**src/hw/rtl/assert_macros.svh**
```systemverilog
// Assertion macros for the RTL of the escape decoder.
// No dependencies; included by the modules that carry assertions.
`ifndef ASSERT_MACROS_SVH
`define ASSERT_MACROS_SVH

// The property must hold at every clock edge outside reset.
`define AST_HOLDS(lbl, clk, rst_n, prop, msg) \
    lbl: assert property (@(posedge clk) disable iff (!rst_n) prop) else $error(msg);

// The expression must never be true at a clock edge outside reset.
`define AST_NEVER(lbl, clk, rst_n, expr, msg) \
    lbl: assert property (@(posedge clk) disable iff (!rst_n) !(expr)) else $error(msg);

`endif

```
**src/hw/rtl/ced_pkg.sv**
```systemverilog
// Types and constants shared by the escape decoder modules.
// No dependencies.
`timescale 1ns / 1ps

package ced_pkg;

    // Decoder modes.
    typedef enum logic [2:0] {
        MODE_TEXT = 3'd0,
        MODE_ESC  = 3'd1,
        MODE_HEX0 = 3'd2,
        MODE_HEX1 = 3'd3,
        MODE_OCT1 = 3'd4,
        MODE_OCT2 = 3'd5
    } t_mode;

    // Characters with a special role.
    localparam logic [7:0] C_NUL    = 8'h00;
    localparam logic [7:0] C_BSLASH = 8'h5C;
    localparam logic [7:0] C_CHAR_X = 8'h78;
    localparam logic [7:0] C_DIGIT0 = 8'h30;
    localparam logic [7:0] C_DIGIT7 = 8'h37;

    // All results caused by one input beat: up to two data bytes,
    // then optionally the end marker.
    typedef struct packed {
        logic [1:0] n_data;
        logic [7:0] data0;
        logic [7:0] data1;
        logic       has_end;
    } t_bundle;

endpackage

```
**src/hw/rtl/ced_front.sv**
```systemverilog
// Front end of the escape decoder: accepts input beats, tracks the escape mode
// and forms one result bundle per beat. Depends on ced_pkg.
`timescale 1ns / 1ps

module ced_front
    import ced_pkg::*;
(
    input  logic       i_clk,
    input  logic       i_rst_n,
    input  logic       i_in_valid,
    output logic       o_in_ready,
    input  logic [7:0] i_data_byte,
    input  logic       i_last_byte,
    input  logic       i_queue_full,
    output logic       o_push,
    output t_bundle    o_bundle
);

    t_mode      r_mode, n_mode;
    logic [7:0] r_pend, n_pend;
    logic       r_str_ended, n_str_ended;

    logic       accept;
    logic       ended;
    logic       text_go;
    logic       e1_v, e2_v, e3_v;
    logic [7:0] e1, e2, e3;
    logic [4:0] hex;
    logic       is_oct;

    // Bit 4 flags a hex digit, the low nibble is its value.
    function automatic logic [4:0] hex_digit(input logic [7:0] b);
        logic [4:0] r;
        r = 5'd0;
        if (b >= 8'h30 && b <= 8'h39) begin
            r = {1'b1, b[3:0]};
        end else if ((b >= 8'h61 && b <= 8'h66) || (b >= 8'h41 && b <= 8'h46)) begin
            r = {1'b1, b[3:0] + 4'd9};
        end
        return r;
    endfunction

    assign accept     = i_in_valid && !i_queue_full;
    assign o_in_ready = !i_queue_full;
    assign hex        = hex_digit(i_data_byte);
    assign is_oct     = (i_data_byte >= C_DIGIT0) && (i_data_byte <= C_DIGIT7);

    always_comb begin
        n_mode      = r_mode;
        n_pend      = r_pend;
        n_str_ended = r_str_ended;
        ended       = 1'b0;
        text_go     = 1'b0;
        e1_v = 1'b0; e1 = 8'h00;
        e2_v = 1'b0; e2 = 8'h00;
        e3_v = 1'b0; e3 = 8'h00;

        if (r_str_ended) begin
            if (i_last_byte) begin
                n_str_ended = 1'b0;
            end
        end else begin
            unique case (r_mode)
                MODE_ESC: begin
                    n_mode = MODE_TEXT;
                    unique case (i_data_byte)
                        C_NUL:    ended = 1'b1;
                        "v":      begin e1_v = 1'b1; e1 = 8'h0B; end
                        "f":      begin e1_v = 1'b1; e1 = 8'h0C; end
                        "t":      begin e1_v = 1'b1; e1 = 8'h09; end
                        "n":      begin e1_v = 1'b1; e1 = 8'h0A; end
                        "r":      begin e1_v = 1'b1; e1 = 8'h0D; end
                        "a":      begin e1_v = 1'b1; e1 = 8'h07; end
                        "b":      begin e1_v = 1'b1; e1 = 8'h08; end
                        C_BSLASH: begin e1_v = 1'b1; e1 = C_BSLASH; end
                        C_CHAR_X: n_mode = MODE_HEX0;
                        default: begin
                            if (is_oct) begin
                                n_pend = {5'd0, i_data_byte[2:0]};
                                n_mode = MODE_OCT1;
                            end else begin
                                e1_v = 1'b1;
                                e1   = i_data_byte;
                            end
                        end
                    endcase
                end
                MODE_HEX0: begin
                    if (hex[4]) begin
                        n_pend = {4'd0, hex[3:0]};
                        n_mode = MODE_HEX1;
                    end else begin
                        e1_v    = 1'b1;
                        e1      = C_CHAR_X;
                        text_go = 1'b1;
                    end
                end
                MODE_HEX1: begin
                    e1_v = 1'b1;
                    if (hex[4]) begin
                        e1     = {r_pend[3:0], hex[3:0]};
                        n_mode = MODE_TEXT;
                    end else begin
                        e1      = r_pend;
                        text_go = 1'b1;
                    end
                end
                MODE_OCT1: begin
                    if (is_oct) begin
                        n_pend = {r_pend[4:0], i_data_byte[2:0]};
                        n_mode = MODE_OCT2;
                    end else begin
                        e1_v    = 1'b1;
                        e1      = r_pend;
                        text_go = 1'b1;
                    end
                end
                MODE_OCT2: begin
                    e1_v = 1'b1;
                    if (is_oct) begin
                        e1     = {r_pend[4:0], i_data_byte[2:0]};
                        n_mode = MODE_TEXT;
                    end else begin
                        e1      = r_pend;
                        text_go = 1'b1;
                    end
                end
                default: text_go = 1'b1;
            endcase

            // Ordinary text handling of the current byte.
            if (text_go) begin
                n_mode = MODE_TEXT;
                if (i_data_byte == C_NUL) begin
                    ended = 1'b1;
                end else if (i_data_byte == C_BSLASH) begin
                    n_mode = MODE_ESC;
                end else begin
                    e2_v = 1'b1;
                    e2   = i_data_byte;
                end
            end

            // Flush whatever is pending when the string runs out.
            if (!ended && i_last_byte) begin
                if (n_mode == MODE_HEX0) begin
                    e3_v = 1'b1;
                    e3   = C_CHAR_X;
                end else if (n_mode == MODE_HEX1 || n_mode == MODE_OCT1 ||
                             n_mode == MODE_OCT2) begin
                    e3_v = 1'b1;
                    e3   = n_pend;
                end
                ended = 1'b1;
            end

            if (ended) begin
                n_mode      = MODE_TEXT;
                n_pend      = 8'h00;
                n_str_ended = !i_last_byte;
            end
        end
    end

    // The flush result only occurs when nothing else was emitted, so at
    // most two data bytes arise and they pack in order.
    always_comb begin
        o_bundle.data0   = e1_v ? e1 : (e2_v ? e2 : e3);
        o_bundle.data1   = e2;
        o_bundle.n_data  = {1'b0, e1_v} + {1'b0, e2_v} + {1'b0, e3_v};
        o_bundle.has_end = ended;
    end

    assign o_push = accept && (e1_v || e2_v || e3_v || ended);

    always_ff @(posedge i_clk) begin
        if (!i_rst_n) begin
            r_mode      <= MODE_TEXT;
            r_pend      <= 8'h00;
            r_str_ended <= 1'b0;
        end else if (accept) begin
            r_mode      <= n_mode;
            r_pend      <= n_pend;
            r_str_ended <= n_str_ended;
        end
    end

endmodule

```
**src/hw/rtl/ced_queue.sv**
```systemverilog
// Short bundle queue between the front end and the output serialiser.
// Depends on ced_pkg and assert_macros.svh.
`timescale 1ns / 1ps

module ced_queue
    import ced_pkg::*;
#(
    parameter int DEPTH = 2
) (
    input  logic    i_clk,
    input  logic    i_rst_n,
    input  logic    i_push,
    input  t_bundle i_bundle,
    output logic    o_full,
    input  logic    i_pop,
    output logic    o_head_valid,
    output t_bundle o_head
);

`include "assert_macros.svh"

    localparam int PTR_W = (DEPTH > 1) ? $clog2(DEPTH) : 1;
    localparam int CNT_W = $clog2(DEPTH + 1);
    localparam logic [PTR_W-1:0] LAST_PTR = PTR_W'(DEPTH - 1);
    localparam logic [CNT_W-1:0] FULL_CNT = CNT_W'(DEPTH);

    t_bundle          r_entries [DEPTH];
    logic [PTR_W-1:0] r_wr_ptr, r_rd_ptr;
    logic [CNT_W-1:0] r_count;

    assign o_full       = (r_count == FULL_CNT);
    assign o_head_valid = (r_count != '0);
    assign o_head       = r_entries[r_rd_ptr];

    always_ff @(posedge i_clk) begin
        if (i_push) begin
            r_entries[r_wr_ptr] <= i_bundle;
        end
    end

    always_ff @(posedge i_clk) begin
        if (!i_rst_n) begin
            r_wr_ptr <= '0;
            r_rd_ptr <= '0;
            r_count  <= '0;
        end else begin
            if (i_push) begin
                r_wr_ptr <= (r_wr_ptr == LAST_PTR) ? '0 : r_wr_ptr + 1'b1;
            end
            if (i_pop) begin
                r_rd_ptr <= (r_rd_ptr == LAST_PTR) ? '0 : r_rd_ptr + 1'b1;
            end
            if (i_push && !i_pop) begin
                r_count <= r_count + 1'b1;
            end else if (i_pop && !i_push) begin
                r_count <= r_count - 1'b1;
            end
        end
    end

    `AST_NEVER(a_push_full, i_clk, i_rst_n, i_push && o_full, "push into a full queue")
    `AST_NEVER(a_pop_empty, i_clk, i_rst_n, i_pop && !o_head_valid, "pop from an empty queue")
    `AST_HOLDS(a_pop_count, i_clk, i_rst_n, (i_pop && !i_push) |=> (r_count == $past(r_count) - 1'b1), "queue count did not drop on pop")

endmodule

```
**src/hw/rtl/ced_back.sv**
```systemverilog
// Output serialiser: walks the head bundle one result per cycle, while the
// receiver is not stalling, into the output register. Depends on ced_pkg.
`timescale 1ns / 1ps

module ced_back
    import ced_pkg::*;
(
    input  logic       i_clk,
    input  logic       i_rst_n,
    input  logic       i_head_valid,
    input  t_bundle    i_head,
    output logic       o_pop,
    output logic       o_out_valid,
    input  logic       i_out_ready,
    output logic [7:0] o_out_byte,
    output logic       o_is_end,
    output logic       o_last_of_run
);

    logic [1:0] r_idx;
    logic       r_valid;
    logic [7:0] r_byte;
    logic       r_end;
    logic       r_last;

    logic       load;
    logic [1:0] total;
    logic       res_last;
    logic       res_data;
    logic [7:0] res_byte;

    assign load     = i_head_valid && (!r_valid || i_out_ready);
    assign total    = i_head.n_data + {1'b0, i_head.has_end};
    assign res_last = (r_idx == total - 2'd1);
    assign res_data = (r_idx < i_head.n_data);
    assign res_byte = !res_data ? 8'h00 : ((r_idx == 2'd0) ? i_head.data0 : i_head.data1);
    assign o_pop    = load && res_last;

    always_ff @(posedge i_clk) begin
        if (!i_rst_n) begin
            r_idx   <= 2'd0;
            r_valid <= 1'b0;
        end else if (load) begin
            r_valid <= 1'b1;
            r_idx   <= res_last ? 2'd0 : r_idx + 2'd1;
        end else if (i_out_ready) begin
            r_valid <= 1'b0;
        end
    end

    always_ff @(posedge i_clk) begin
        if (load) begin
            r_byte <= res_byte;
            r_end  <= !res_data;
            r_last <= res_last;
        end
    end

    assign o_out_valid   = r_valid;
    assign o_out_byte    = r_byte;
    assign o_is_end      = r_end;
    assign o_last_of_run = r_last;

endmodule

```
**src/hw/rtl/c_escape_decoder.sv**
```systemverilog
// Top level of the streaming C string escape decoder.
// Depends on ced_pkg, ced_front, ced_queue and ced_back.
`timescale 1ns / 1ps

// The decoder takes one raw string byte per input beat, with a flag on the
// final byte, and returns the decoded bytes followed by one end-marker result
// per string. The input side accepts a byte in every cycle while the bundle
// queue has room; the output side delivers one result per cycle while the
// receiver is ready, so a byte that yields k results (k is at most three, for
// instance a pending octal value, the byte itself and the end marker) holds
// the serialiser until all k are out, and with a ready receiver the sustained
// rate is one byte per cycle whenever bytes yield at most one result each.
// Bytes that only advance the escape state, and bytes that follow a NUL inside
// the same string, produce nothing and never reach the queue. A byte's first
// result passes through the bundle queue and then the output register.
// QUEUE_DEPTH sets how many bundles may wait between the front end and the
// serialiser; it must be at least two to keep the input running at full rate.
module c_escape_decoder
    import ced_pkg::*;
#(
    parameter int QUEUE_DEPTH = 2
) (
    input  logic       i_clk,
    input  logic       i_rst_n,
    input  logic       i_in_valid,
    output logic       o_in_ready,
    input  logic [7:0] i_data_byte,
    input  logic       i_last_byte,
    output logic       o_out_valid,
    input  logic       i_out_ready,
    output logic [7:0] o_out_byte,
    output logic       o_is_end,
    output logic       o_last_of_run
);

    // Bundle handed from the front end to the queue on each productive beat.
    logic    push;
    t_bundle push_bundle;
    logic    queue_full;

    // Head of the queue as seen by the serialiser.
    logic    pop;
    logic    head_valid;
    t_bundle head;

    // The front end owns the escape state and classifies every byte.
    ced_front u_front (
        .i_clk        (i_clk),
        .i_rst_n      (i_rst_n),
        .i_in_valid   (i_in_valid),
        .o_in_ready   (o_in_ready),
        .i_data_byte  (i_data_byte),
        .i_last_byte  (i_last_byte),
        .i_queue_full (queue_full),
        .o_push       (push),
        .o_bundle     (push_bundle)
    );

    // The queue lets the front end keep accepting while results drain.
    ced_queue #(
        .DEPTH (QUEUE_DEPTH)
    ) u_queue (
        .i_clk        (i_clk),
        .i_rst_n      (i_rst_n),
        .i_push       (push),
        .i_bundle     (push_bundle),
        .o_full       (queue_full),
        .i_pop        (pop),
        .o_head_valid (head_valid),
        .o_head       (head)
    );

    // The serialiser emits one result per cycle, while the receiver is not stalling, through a registered output.
    ced_back u_back (
        .i_clk         (i_clk),
        .i_rst_n       (i_rst_n),
        .i_head_valid  (head_valid),
        .i_head        (head),
        .o_pop         (pop),
        .o_out_valid   (o_out_valid),
        .i_out_ready   (i_out_ready),
        .o_out_byte    (o_out_byte),
        .o_is_end      (o_is_end),
        .o_last_of_run (o_last_of_run)
    );

endmodule

```
**config.mk**
```make
export PLATFORM = sky130hd
export DESIGN_NAME = c_escape_decoder
export DESIGN_NICKNAME = d
export VERILOG_FILES = /design/src/hw/rtl/ced_pkg.sv /design/src/hw/rtl/ced_front.sv /design/src/hw/rtl/ced_queue.sv /design/src/hw/rtl/ced_back.sv /design/src/hw/rtl/c_escape_decoder.sv
export VERILOG_INCLUDE_DIRS = /design/src /design/src/hw/rtl
export SDC_FILE = /design/constraint.sdc
export NUM_CORES = 1
export LEC_CHECK = 0
export ABC_AREA = 1
export BUFFER_PORTS_ARGS = -buffer_cell sky130_fd_sc_hd__clkbuf_2
export CAP_MARGIN = 0
export CORE_MARGIN = 2
export CORE_UTILIZATION = 45
export CTS_BUF_LIST = sky130_fd_sc_hd__clkbuf_4
export DETAILED_ROUTE_END_ITERATION = 8
export PLACE_DENSITY = 0.71
export SLEW_MARGIN = 20
export SYNTH_ARGS = -nofsm -noshare
export SYNTH_HDL_FRONTEND = slang
export SYNTH_SLANG_ARGS = --single-unit
```
**constraint.sdc**
```tcl
create_clock -name i_clk -period 4.24 [get_ports i_clk]
set_input_delay 0.424 -clock i_clk [delete_from_list [all_inputs] [get_ports i_clk]]
set_output_delay 0.424 -clock i_clk [all_outputs]
set_load 0.01 [all_outputs]
```
Word level (Yosys, flattened, before mapping)
Memories as Yosys holds them, arrays and structs flattened. A register that Yosys moved wholly into a read port is not among the register bits.
Index checks and enable logic that the tools add are counted.
{"block": "word_totals", "wordCells": 164, "romBits": 0, "latchBits": 0, "output_inout_bits": 12, "inputBits": 13, "reg_bits": 29, "ram_bits": 38, "mem_count": 1}
{"block": "classes", "bitwise": 1, "n_mux": 75, "n_reduce_logical": 38, "mul": 0, "n_addsub": 10, "n_lt_le_gt_ge": 8, "div_mod_pow": 0, "eq_ne": 20, "shift": 0}
{"memory": "u_queue.r_entries", "depth": 2, "word_bits": 19, "rd": 1, "rd_ports_with_merged_regs": 1, "write_ports": 1, "line_no": "ced_queue.sv:27", "text": "t_bundle r_entries [DEPTH];"}
{"operator": "$mux W8", "count": 20}
{"operator": "$eq A8 B7 Y1 const B", "count": 9}
{"operator": "$pmux W8 S9", "count": 1}
{"operator": "$pmux W8 S5", "count": 1}
{"operator": "$mux W1", "count": 32}
{"operator": "$mux W3", "count": 9}
{"operator": "$pmux W8 S3", "count": 1}
{"operator": "$ge A8 B7 Y1 const B", "count": 2}
{"operator": "$le A8 B6 Y1 const B", "count": 2}
{"operator": "$le A8 B7 Y1 const B", "count": 2}
{"operator": "$pmux W3 S5", "count": 1}
{"operator": "$eq A3 B2 Y1 const B", "count": 4}
{"operator": "$eq A3 B3 Y1 const B", "count": 4}
{"operator": "$logic_and A1 B1 Y1", "count": 11}
{"operator": "$mux W5", "count": 2}
{"operator": "$reduce_or A10 Y1", "count": 1}
{"operator": "$reduce_or A9 Y1", "count": 1}
{"operator": "$ge A8 B6 Y1 const B", "count": 1}
{"operator": "$logic_not A8 Y1", "count": 1}
{"operator": "$reduce_or A2 Y1", "count": 4}
{"operator": "$reduce_or A8 Y1", "count": 1}
{"operator": "$logic_not A1 Y1", "count": 7}
{"operator": "$logic_or A1 B1 Y1", "count": 7}
{"operator": "$mux W7", "count": 1}
{"operator": "19 further kinds", "count": 27}

Depth between registers and ports, before layout
Gate-level depths: netlist of the first run.
{"block": "depth", "word_depth": 24, "ltp_mapped": 20, "ltp_nobuf": 20}

Hierarchy
From an unflattened synthesis of the first run, not the netlist that was laid out.
{"block": "hier_totals", "cells_unflattened": 557, "hier_area_um2": 4431.8}
{"module": "ced_front", "instances": 1, "seq_area_each_um2": 240.2, "area_each_um2": 2085.8, "cells_per_inst": 384}
{"module": "ced_queue", "instances": 1, "seq_area_each_um2": 1241.2, "area_each_um2": 1651.6, "cells_per_inst": 94}
{"module": "ced_back", "instances": 1, "seq_area_each_um2": 360.3, "area_each_um2": 694.4, "cells_per_inst": 79}

Worst setup path before layout of the first run
OpenSTA, ideal clock, no wires.
{"block": "synth_path", "kind": "input-to-reg", "startpoint": "input i_data_byte[0]", "endpoint": "memory u_queue.r_entries[0][0] (netlist name), enable pin", "slack_ns": 1.232, "setup_time_ns": 0.395, "n_path_buf": 1, "arrival_time_ns": 2.613, "cell_stages": 12, "required_ns": 3.845, "path_cell_list": "inv_1 > ha_1 > nor2_1 > nor2_1 > o21ai_2 > buf_2 > nand4_4 > nand2_4 > nand2_4 > nand3_2 > nand2_1 > nor2_1"}
{"block": "synth_via", "elab_chain_len": 22, "word_cells_on_any_way": 75, "classes_between": "7 x order compare; 13 x eq/ne; 38 x mux; 17 x reduce/logical"}
{"item": "start, declared", "line_no": "c_escape_decoder.sv:27", "text": "input logic [7:0] i_data_byte,"}
{"item": "$ge A8 B7 Y1 or $le A8 B7 Y1 (tied branches)", "line_no": "ced_front.sv:37", "text": "end else if ((b >= 8'h61 && b <= 8'h66) || (b >= 8'h41 && b <= 8'h46)) begin"}
{"item": "$logic_and A1 B1 Y1", "line_no": "ced_front.sv:37"}
{"item": "$logic_or A1 B1 Y1", "line_no": "ced_front.sv:37"}
{"item": "$mux W5", "line_no": "ced_front.sv:37"}
{"item": "$mux W5", "line_no": "ced_front.sv:35", "text": "if (b >= 8'h30 && b <= 8'h39) begin"}
{"item": "$mux W1", "line_no": "ced_front.sv:89, ced_front.sv:100"}
{"item": "$pmux W1 S3", "line_no": "ced_front.sv:63", "text": "unique case (r_mode)"}
{"item": "$mux W1", "line_no": "ced_front.sv:58", "text": "if (r_str_ended) begin"}
{"item": "[... 6 more ...]"}
{"item": "$mux W1", "line_no": "ced_front.sv:146", "text": "if (n_mode == MODE_HEX0) begin"}
{"item": "$mux W1", "line_no": "ced_front.sv:145", "text": "if (!ended && i_last_byte) begin"}
{"item": "$mux W1", "line_no": "ced_front.sv:58"}
{"item": "$logic_or A1 B1 Y1", "line_no": "ced_front.sv:174", "text": "assign o_push = accept && (e1_v || e2_v || e3_v || ended);"}
{"item": "$logic_or A1 B1 Y1 *", "line_no": "ced_front.sv:174"}
{"item": "$logic_and A1 B1 Y1 *", "line_no": "ced_front.sv:174"}
{"item": "$mux W1 *", "line_no": "ced_queue.sv:36", "text": "if (i_push) begin"}
{"item": "$mux W1 (implied by the code) *", "line_no": "ced_queue.sv:37", "text": "r_entries[r_wr_ptr] <= i_bundle;"}
{"item": "end, declared", "line_no": "ced_queue.sv:27"}
Mark *: on every way between the ends. The rest lies on a longest branch, timed or not. The select of a mux whose other input is x is not followed.

Worst setup path in the final report of the first run
{"block": "layout_path", "startpoint": "input i_data_byte[0]", "endpoint": "memory u_queue.r_entries[1][10] (netlist name), enable pin"}
Same word-level chain as after synthesis.

==> results of run 1 <==
-- per-layer routing --
layer  part of all wire, %  up-vias
met5                     0        -
met4                   2.4        0
li1                      -     1942
met3                   3.8       18
met2                    48      108
met1                    45     1774
-- power by group --
part	switching [W]	internal [W]	leakage [nW]
sequential	0.0000394	0.000893	0.609
clock	0.000247	0.000123	0.0608
combinational	0.000429	0.000219	1.33
-- worst register-to-register path, stage by stage (launching register included) --
cell and delay, ns:
dfxtp_1 0.43, inv_1 0.10, nor2_2 0.14, inv_1 0.08
nor2_1 0.54, nor3_1 0.18, nand3_4 0.13, nand2_4 0.15
nand3_2 0.11, nand3_1 0.08, inv_1 0.56
-- sequential cells by signal, indices dropped and copies added, names as in the netlist, named ones only --
name,count
u_back.o_is_end,1
u_back.o_last_of_run,1
u_back.o_out_byte,8
u_back.o_out_valid,1
u_back.r_idx,2
u_front.r_mode,3
u_front.r_pend,8
u_front.r_str_ended,1
u_queue.r_count,2
u_queue.r_entries,38
u_queue.r_rd_ptr,1
u_queue.r_wr_ptr,1
-- placed cells by master (no fill, tap or decap), types with 3 or more instances in the layout --
cell type,instances
a211oi_1,3
a21oi_1,40
buf_4,3
clkbuf_2,24
clkbuf_4,9
clkinv_1,3
dfxtp_1,20
edfxtp_1,48
ha_1,9
inv_1,61
inv_2,7
inv_6,3
mux2i_1,3
nand2_1,109
nand2_2,6
nand2_4,6
nand3_1,38
nand3_2,3
nand3_4,3
nand3b_1,4
nand4_1,10
nor2_1,89
nor2_2,5
nor2_4,3
nor3_1,8
o211ai_1,8
o21ai_0,42
o21ai_2,5
xor2_1,6
-- kinds of logic (layout without fill, tap and decap cells) --
family / Yosys count / count (layout) / share of synthesized area, %
fa+ha+maj: 10 / 10 / 3.02
simple gates: 289 / 289 / 31.5
flops: 68 / 68 / 42.0
xor+xnor: 6 / 6 / 1.20
compound gates: 106 / 106 / 13.8
mux: 3 / 3 / 0.685
buf+inv: 85 / 113 / 7.82
-- stage by stage --
| step | total power [W] | instance area (um^2) |
|---|---|---|
| floorplan | 0.00141 | 4390 |
| global placement | 0.00158 | 4610 |
| detailed placement | 0.00160 | 4610 |
| CTS | 0.00197 | 4730 |
| global route | 0.00211 | 4730 |
| finish | 0.00195 | 4730 |
-- area by class of cell --
class,instances,area share [%]
timing repair buffer,27,3.01
inverter,70,5.55
sequential,68,38.9
multi-input combinational,414,46.5
tap,133,3.52
clock buffer,9,1.43
clock inverter,7,1.06
-- worst paths after layout --
kind / start / end / slack, ns / depth (start not counted)
worst min register to register: u_front.r_pend[2] / u_front.r_pend[2] / 0.50 / 2
worst max-delay path: i_data_byte[0] / u_queue.r_entries[1][10] / 1.22 / 14
worst max register to register: u_front.r_mode[2] / u_queue.r_entries[1][10] / 1.37 / 10
worst min-delay path: i_last_byte / u_front.r_str_ended / 0.24 / 2
==> metrics.log, run 1 <==
INFO  metric synth_top_cell_area_share = 32.9%
INFO  metric io-pin-count = 25
INFO  metric cts_made_buffers = 9
INFO  metric syn_inst = 567
INFO  metric initial_core_util = between 40 and 50%
INFO  metric final_min_period_over_clock_period = 71.2%
INFO  metric yosys_cell_types = 40
INFO  metric grt_pass1_wl = 17.0 mm
INFO  metric die_width = 103 um
INFO  metric routed-via-count = roughly 3800
INFO  metric tritoncts = yes
INFO  metric synth_top_flop_cell = edfxtp_1
INFO  metric critical_path_arrival = 3.06 ns
INFO  metric antenna_cells_inserted = 0
INFO  metric gr-max-usage-layer = met2
INFO  metric post_cts_setup_buffer_count = 0
INFO  metric post_synthesis_mean_instance_area = 7.73 um^2
INFO  metric final.setup_skew = 0.0278 ns
INFO  metric dieArea = 10600 um^2
INFO  metric cts-root-buf = clkbuf_4
INFO  metric max_cap_violations = 0
INFO  metric hold_path_class = in2reg
INFO  metric wire_per_inst = approximately 14 um
INFO  metric clock_insertion_delay_worst_skew = 0.42 ns
INFO  metric port_buffers = 24
INFO  metric globalRouteTotalUtil = around a fifth
INFO  metric yosysMostFrequentCell = nand2_1
INFO  metric post_place_setup_slack = roughly 0.80 ns
INFO  metric place_inst = 712
INFO  metric finish.utilization = 49.3%
INFO  metric setup_crit_end_kind = register
INFO  metric max_slew.worst_pin.slew = 0.744 ns
INFO  metric cp_num_buf_inv = 4
INFO  metric route.detailed.drc = 0
INFO  metric detail_route.first_pass.iterations = 5
INFO  metric avgViaCountPerCell = 5.28
INFO  metric cts.sinks = 68
INFO  metric power_density = 412 nW/um^2
INFO  metric grt_start_max_net_pins = 24
INFO  metric synth_seq_cells = 68
INFO  metric ant_nets = 0
INFO  metric synth.top_cells.by_area = edfxtp_1 33%, nand2_1 9.3%, dfxtp_1 9.1%
INFO  metric slew-limit-headroom = 50.3%
INFO  metric setup_crit_start_kind = input pin
INFO  metric gp_routability_congestion = ~0.93
INFO  metric global_route.usage.met1 = a little over a quarter
INFO  metric path_max_fanout = 19
INFO  metric clock.fmax = 331 MHz
INFO  metric number_of_nets_in_the_final_layout = 613
INFO  metric coreArea = roughly 9600 um^2
INFO  metric result_of_the_run = complete, no violations
INFO  metric final_cell_count_without_fillers = 728
INFO  metric placementRows = 36
INFO  metric cts.clk_slew.worst_paths = ~0.12 ns
INFO  metric timing.critical_path.max_delay_family = buffers and inverters
INFO  metric htreeDepth = 3
INFO  metric synth_fp_nets = 590
INFO  metric critPathRequiredTime = 4.28 ns
INFO  metric ir_worst_vdd = 0.195 mV
INFO  metric cts.path.max_buffers = 2
INFO  metric initialDrtViolationCount = ~230
INFO  metric layout_setup_ws = 1.22 ns
INFO  metric drive_gt1_share = between 10 and 15%
INFO  metric combined_area_of_all_synthesized_cells = about 4400 um^2
INFO  metric synth_seq_area_share = 42.0%
INFO  metric synth.top_cells.by_count = 109 x nand2_1, 89 x nor2_1, 61 x inv_1
INFO  metric met3_usage = about 3.8%
INFO  metric critPathMaxStageDelay = 0.56 ns
INFO  metric synth_enable_flop_cells = between 40 and 50
INFO  metric die_h = 103 um
INFO  metric antenna_found_initial = 0
INFO  metric fin_worst_hold_slack = between 0.2 and 0.25 ns
INFO  metric timing_max_transition_violations_final = 0
INFO  metric finalSetupViolCount = 0
INFO  metric routed_wl = 10.4 mm
INFO  metric cp_slowest_cell = inv_1
INFO  metric detailed_place_hpwl = 7.93 mm
INFO  metric cts_hold_repair.buffers = 0
INFO  metric grt_remaining_overflow = 0
INFO  metric final-seq-area = approximately 1800 um^2
INFO  metric ys_warn_count = 0
INFO  metric multi_input_comb_area = 2200 um^2
INFO  metric yosys.area.top_type = edfxtp_1
INFO  metric gr-usage-met2 = between 30% and 40%
INFO  metric cellLeakagePower = 2.00 nW
INFO  metric cp_cell_sequence = clkbuf_2 > inv_1 > ha_1 > nor2_1 > nor2_1 > o21ai_2 > nand3_4 > inv_2 > nand2_4 > nand3_4 > nand2_4 > nand3_2 > nand3_1 > inv_1
INFO  metric fin_tns_setup = 0 ns
INFO  metric rsz0062_at_grt = no
INFO  metric first_global_vias = between 3000 and 4000
INFO  metric fill_cells = 974
INFO  metric syn_to_final_growth = 7.90%
INFO  metric async_reset_ff_share = 0%
INFO  metric post_cts_resize_count = 0
INFO  metric finalHoldViolations = 0
INFO  metric crit_type = in2reg
INFO  metric period_minus_slack = between 3 and 4 ns
(Power assumes the default switching activity.)
==> inputs of run 2 (changes only) <==
Settings changed: PLACE_DENSITY 0.71 to 0.73.
Clock period 4.24 ns to 2.5 ns, I/O delays scaled along.
==> metrics.log, run 2 (same netlist as run 1, synthesis figures left out) <==
INFO  metric result_of_the_run = complete, no violations
INFO  metric regMostFlops = u_queue.r_entries
INFO  metric htreeDepth = 3
INFO  metric largest_register_ff_count = 38
INFO  metric ir_worst_vdd = 0.284 mV
INFO  metric antenna_cells_inserted = 0
INFO  metric routed_wl = roughly 11 mm
INFO  metric clock.fmax = 419 MHz
INFO  metric grt_pass1_wl = 18.0 mm
INFO  metric number_of_nets_in_the_final_layout = 655
INFO  metric layout.cells.most_common = nand2_1
INFO  metric syn_to_final_growth = 15.9%
INFO  metric initial_core_util = 45.7%
INFO  metric cts_made_buffers = 9
INFO  metric io-pin-count = 25
INFO  metric place_inst = roughly 750
INFO  metric critPathRequiredTime = roughly 2.7 ns
INFO  metric finalHoldViolations = 0
INFO  metric detailed_place_hpwl = 8.57 mm
INFO  metric fin_tns_setup = 0 ns
INFO  metric detail_route.first_pass.iterations = 4
INFO  metric dieArea = 10600 um^2
INFO  metric initialDrtViolationCount = 205
INFO  metric final_min_period_over_clock_period = 95.5%
INFO  metric setup_crit_start_kind = register
INFO  metric avgViaCountPerCell = 5.21
INFO  metric final.setup_skew = around 0.014 ns
INFO  metric die_h = 103 um
INFO  metric cts-root-buf = clkbuf_4
INFO  metric layout_common_cells = 109 x nand2_1, 88 x nor2_1, 61 x inv_1
INFO  metric cts_hold_repair.buffers = 0
INFO  metric grt_start_max_net_pins = 20
INFO  metric cts.sinks = 68
INFO  metric power_density = around 660 nW/um^2
INFO  metric cts.path.max_buffers = 2
INFO  metric port_buffers = 24
INFO  metric rsz0062_at_grt = no
INFO  metric coreArea = between 9000 and 10000 um^2
INFO  metric globalRouteTotalUtil = 22.1%
INFO  metric slew-limit-headroom = slightly below 70%
INFO  metric max_slew.worst_pin.slew = around 0.46 ns
INFO  metric first_global_vias = 3823
INFO  metric max_cap_violations = 0
INFO  metric grt_remaining_overflow = 0
INFO  metric setup_crit_end_kind = register
INFO  metric cellLeakagePower = roughly 2.2 nW
INFO  metric cts.clk_slew.worst_paths = 0.11 ns
INFO  metric path_max_fanout = 8
INFO  metric gp_routability_congestion = 0.980
INFO  metric die_width = 103 um
INFO  metric ant_nets = 0
INFO  metric timing_max_transition_violations_final = 0
INFO  metric wire_per_inst = ~14 um
INFO  metric final_cell_count_without_fillers = 770
INFO  metric clock_insertion_delay_worst_skew = just over 0.4 ns
INFO  metric routed-via-count = 4012
INFO  metric placementRows = 36
INFO  metric route.detailed.drc = 0
INFO  metric tritoncts = yes
INFO  metric hold_path_class = in2reg
INFO  metric antenna_found_initial = 0
INFO  metric critical_path_arrival = 2.56 ns
INFO  metric finalSetupViolCount = 0
INFO  metric period_minus_slack = 2.39 ns
INFO  metric crit_type = reg2reg
INFO  metric drive_gt1_share = about a fifth
run 2: cell count changes in the layout (fill, tap and decap cells not counted), moves of 2 or more:
| cell | previous run | this run |
|---|---|---|
| inv_6 | 3 | 0 |
| clkbuf_4 | 9 | 11 |
| clkinv_2 | 1 | 3 |
| buf_4 | 3 | 43 |
| buf_12 | 0 | 2 |
run 2: final cells by class:
cell class	count	area (um^2)
sequential	68	1850
clock buffer	11	82.6
timing repair buffer	69	483
tap	133	166
clock inverter	5	28.8
fill	908	4510
inverter	70	263
multi-input combinational	414	2210
run 2: through the flow:
stage               cell area (um^2)  power [W]  worst slack (ns)  utilization [%]  hold WS (ns)
finish                          5080    0.00334             0.112             53.0        0.0562
global route                    5080    0.00362           0.00292             53.0        0.0361
CTS                             5070    0.00336             0.153             52.9        0.0327
detailed placement              4960    0.00276           -0.0671             51.7         0.476
global placement                4960    0.00272            0.0106             51.7         0.471
floorplan                       4400    0.00240            0.0518                -         0.346
run 2: worst max-delay path, stage by stage, from the launching register on:
cell	delay (ns)
dfxtp_1	0.44
inv_1	0.11
nor2_2	0.17
nand2_1	0.24
o211ai_1	0.22
o211ai_1	0.20
nor2_4	0.14
inv_1	0.06
fa_1	0.52
inv_1	0.04
run 2: power by group:
group | internal [W] | switching (W) | total (W)
clock | 0.000223 | 0.000382 | 0.000605
sequential | 0.00152 | 0.0000738 | 0.00159
combinational | 0.000415 | 0.000734 | 0.00115
total | 0.00215 | 0.00119 | 0.00334
run 2: final timing paths:
check,endpoint,cells past startpoint,start,slack (ns)
worst max-delay path,u_queue.r_entries[0][17],9,u_front.r_mode[2],0.11
worst min-delay path,u_front.r_str_ended,2,i_last_byte,0.06
worst max register to register,u_queue.r_entries[0][17],9,u_front.r_mode[2],0.11
worst min register to register,u_front.r_pend[0],2,u_front.r_pend[0],0.49
run 2: routing by layer:
layer	vias to the layer above	part of all wire, %	track usage (%)
li1	2020	-	-
met1	1836	44	28.9
met2	123	47	36.0
met3	33	5.1	3.93
met4	0	3.7	9.85
met5	-	0	0
run 2: repair_timing:
item	CTS	global route
gates resized for setup	0	5
endpoints found under the hold margin	0	0
setup buffers	0	0
setup endpoints to repair	0	1
==> inputs of run 3 (changes only) <==
Settings changed: CORE_MARGIN 2 to default, GPL_TIMING_DRIVEN from default to 1, TNS_END_PERCENT from default to 5.
==> metrics.log, run 3 (same netlist as run 1, synthesis figures left out) <==
INFO  metric result_of_the_run = complete, no violations
INFO  metric cts.clk_slew.worst_paths = 0.12 ns
INFO  metric die_width = 101 um
INFO  metric cts.path.max_buffers = 2
INFO  metric critPathMaxStageDelay = 0.53 ns
INFO  metric critical_path_arrival = roughly 2.5 ns
INFO  metric cts.sinks = 68
INFO  metric cellLeakagePower = 2.22 nW
INFO  metric final_min_period_over_clock_period = just over 90%
INFO  metric timing.critical_path.max_delay_family = simple AND/OR/NAND/NOR gates
INFO  metric hold_path_class = in2reg
INFO  metric number_of_nets_in_the_final_layout = 654
INFO  metric placementRows = 35
INFO  metric cp_num_buf_inv = 3
INFO  metric clock_insertion_delay_worst_skew = approximately 0.4 ns
INFO  metric avgViaCountPerCell = 5.23
INFO  metric detailed_place_hpwl = 8.46 mm
INFO  metric post_cts_setup_buffer_count = 0
INFO  metric wire_per_inst = 14.3 um
INFO  metric slew-limit-headroom = 68.6%
INFO  metric period_minus_slack = 2.33 ns
INFO  metric critical_path.most_common_cell = inv_1
INFO  metric grt_remaining_overflow = 0
INFO  metric ir_worst_vdd = 0.292 mV
INFO  metric cts-root-buf = clkbuf_4
INFO  metric rsz0062_at_grt = no
INFO  metric grt_start_max_net_pins = 21
INFO  metric layout.cells.most_common = nand2_1
INFO  metric dieArea = 10100 um^2
INFO  metric io-pin-count = 25
INFO  metric initialDrtViolationCount = approximately 270
INFO  metric die_h = 101 um
INFO  metric power_density = 681 nW/um^2
INFO  metric detail_route.first_pass.iterations = 5
INFO  metric routed-via-count = about 4000
INFO  metric gp_routability_congestion = about 1.0
INFO  metric max_slew.worst_pin.slew = 0.468 ns
INFO  metric drive_gt1_share = 20.6%
INFO  metric timing_max_transition_violations_final = 0
INFO  metric cp_slowest_cell = fa_1
INFO  metric largest_register_ff_count = 38
INFO  metric cts_made_buffers = 9
INFO  metric layout_common_cells = 109 x nand2_1, 88 x nor2_1, 61 x inv_1
INFO  metric routed_wl = 10.9 mm
INFO  metric coreArea = 9330 um^2
INFO  metric finalSetupViolCount = 0
INFO  metric fin_tns_setup = 0 ns
INFO  metric antenna_found_initial = 0
INFO  metric antenna_cells_inserted = 0
INFO  metric port_buffers = 24
INFO  metric setup_crit_start_kind = register
INFO  metric path_max_fanout = 7
INFO  metric critPathRequiredTime = between 2 and 3 ns
INFO  metric clock.fmax = 429 MHz
INFO  metric route.detailed.drc = 0
INFO  metric first_global_vias = 3832
INFO  metric initial_core_util = 47.0%
INFO  metric max_cap_violations = 0
INFO  metric syn_to_final_growth = 16.3%
INFO  metric ant_nets = 0
INFO  metric cp_cell_sequence = inv_1 > nor2_2 > nand2_1 > o211ai_1 > o211ai_1 > nor2_4 > inv_1 > fa_1 > inv_1
INFO  metric setup_crit_end_kind = register
INFO  metric globalRouteTotalUtil = roughly a quarter
INFO  metric htreeDepth = 3
INFO  metric finalHoldViolations = 0
INFO  metric regMostFlops = u_queue.r_entries
INFO  metric tritoncts = yes
INFO  metric grt_pass1_wl = 18.5 mm
INFO  metric final.setup_skew = 0.0182 ns
INFO  metric crit_type = reg2reg
INFO  metric total_power = 0.00347 W
-- run 3: cell count changes in the layout (fill, tap and decap cells not counted), sizes merged --
cell / change
bufinv: +1
buf: -1
clkinv: -1
clkbuf: -2
inv: +1
clkinvlp: +1
-- run 3: worst paths after layout --
| path | from | slack, ns | to | cells after the start |
|---|---|---|---|---|
| worst min-delay path | i_last_byte | 0.06 | u_front.r_str_ended | 2 |
| worst max-delay path | u_front.r_mode[2] | 0.17 | u_queue.r_entries[1][17] | 9 |
| worst max register to register | u_front.r_mode[2] | 0.17 | u_queue.r_entries[1][17] | 9 |
| worst min register to register | u_front.r_pend[1] | 0.49 | u_front.r_pend[1] | 2 |
-- run 3: power breakdown --
group | switching (W) | total [W] | internal [W]
registers | 0.0000747 | 0.00159 | 0.00151
logic | 0.000733 | 0.00114 | 0.000410
clock network | 0.000432 | 0.000741 | 0.000310
total | 0.00124 | 0.00347 | 0.00223
-- run 3: metrics by stage --
| step | std cells | setup WS, ns | utilization, % | instance area (um^2) | hold slack, ns |
|---|---|---|---|---|---|
| after global placement | 749 | 0.00746 | 53.0 | 4940 | 0.473 |
| final | 765 | 0.171 | 54.7 | 5100 | 0.0635 |
| after detailed placement | 749 | -0.0375 | 53.0 | 4940 | 0.477 |
| after CTS | 765 | 0.140 | 54.5 | 5090 | 0.0344 |
| after global routing | 765 | 0.00558 | 54.7 | 5100 | 0.0561 |
| after floorplan | 567 | -0.0297 | - | 4390 | 0.346 |
-- run 3: timing repair --
action                                 in CTS  in global routing
setup endpoints to repair                   0                  5
hold buffers                                0                  0
endpoints found under the hold margin       0                  0
resized for setup                           0                  6
-- run 3: area by class of cell --
| cell class | instances | area, um^2 |
|---|---|---|
| tap | 129 | 161 |
| clock inverter | 7 | 75.1 |
| inverter | 70 | 263 |
| timing repair buffer | 68 | 475 |
| clock buffer | 9 | 67.6 |
| sequential | 68 | 1840 |
| multi-input combinational | 414 | 2210 |
| fill | 872 | 4230 |
-- run 3: worst register-to-register path, cell delays in order, from the launching register on --
cell	delay (ns)
dfxtp_2	0.39
inv_1	0.10
nor2_2	0.15
nand2_1	0.23
o211ai_1	0.22
o211ai_1	0.22
nor2_4	0.16
inv_1	0.06
fa_1	0.53
inv_1	0.05
-- run 3: layer usage --
metal | routed length (um) | part of all wire (%) | GRT usage [%]
met5 | 0 | 0 | 0
met4 | 276 | 2.5 | 10.7
met3 | 527 | 4.8 | 4.02
met2 | 5310 | 49 | 38.8
met1 | 4820 | 44 | 30.3
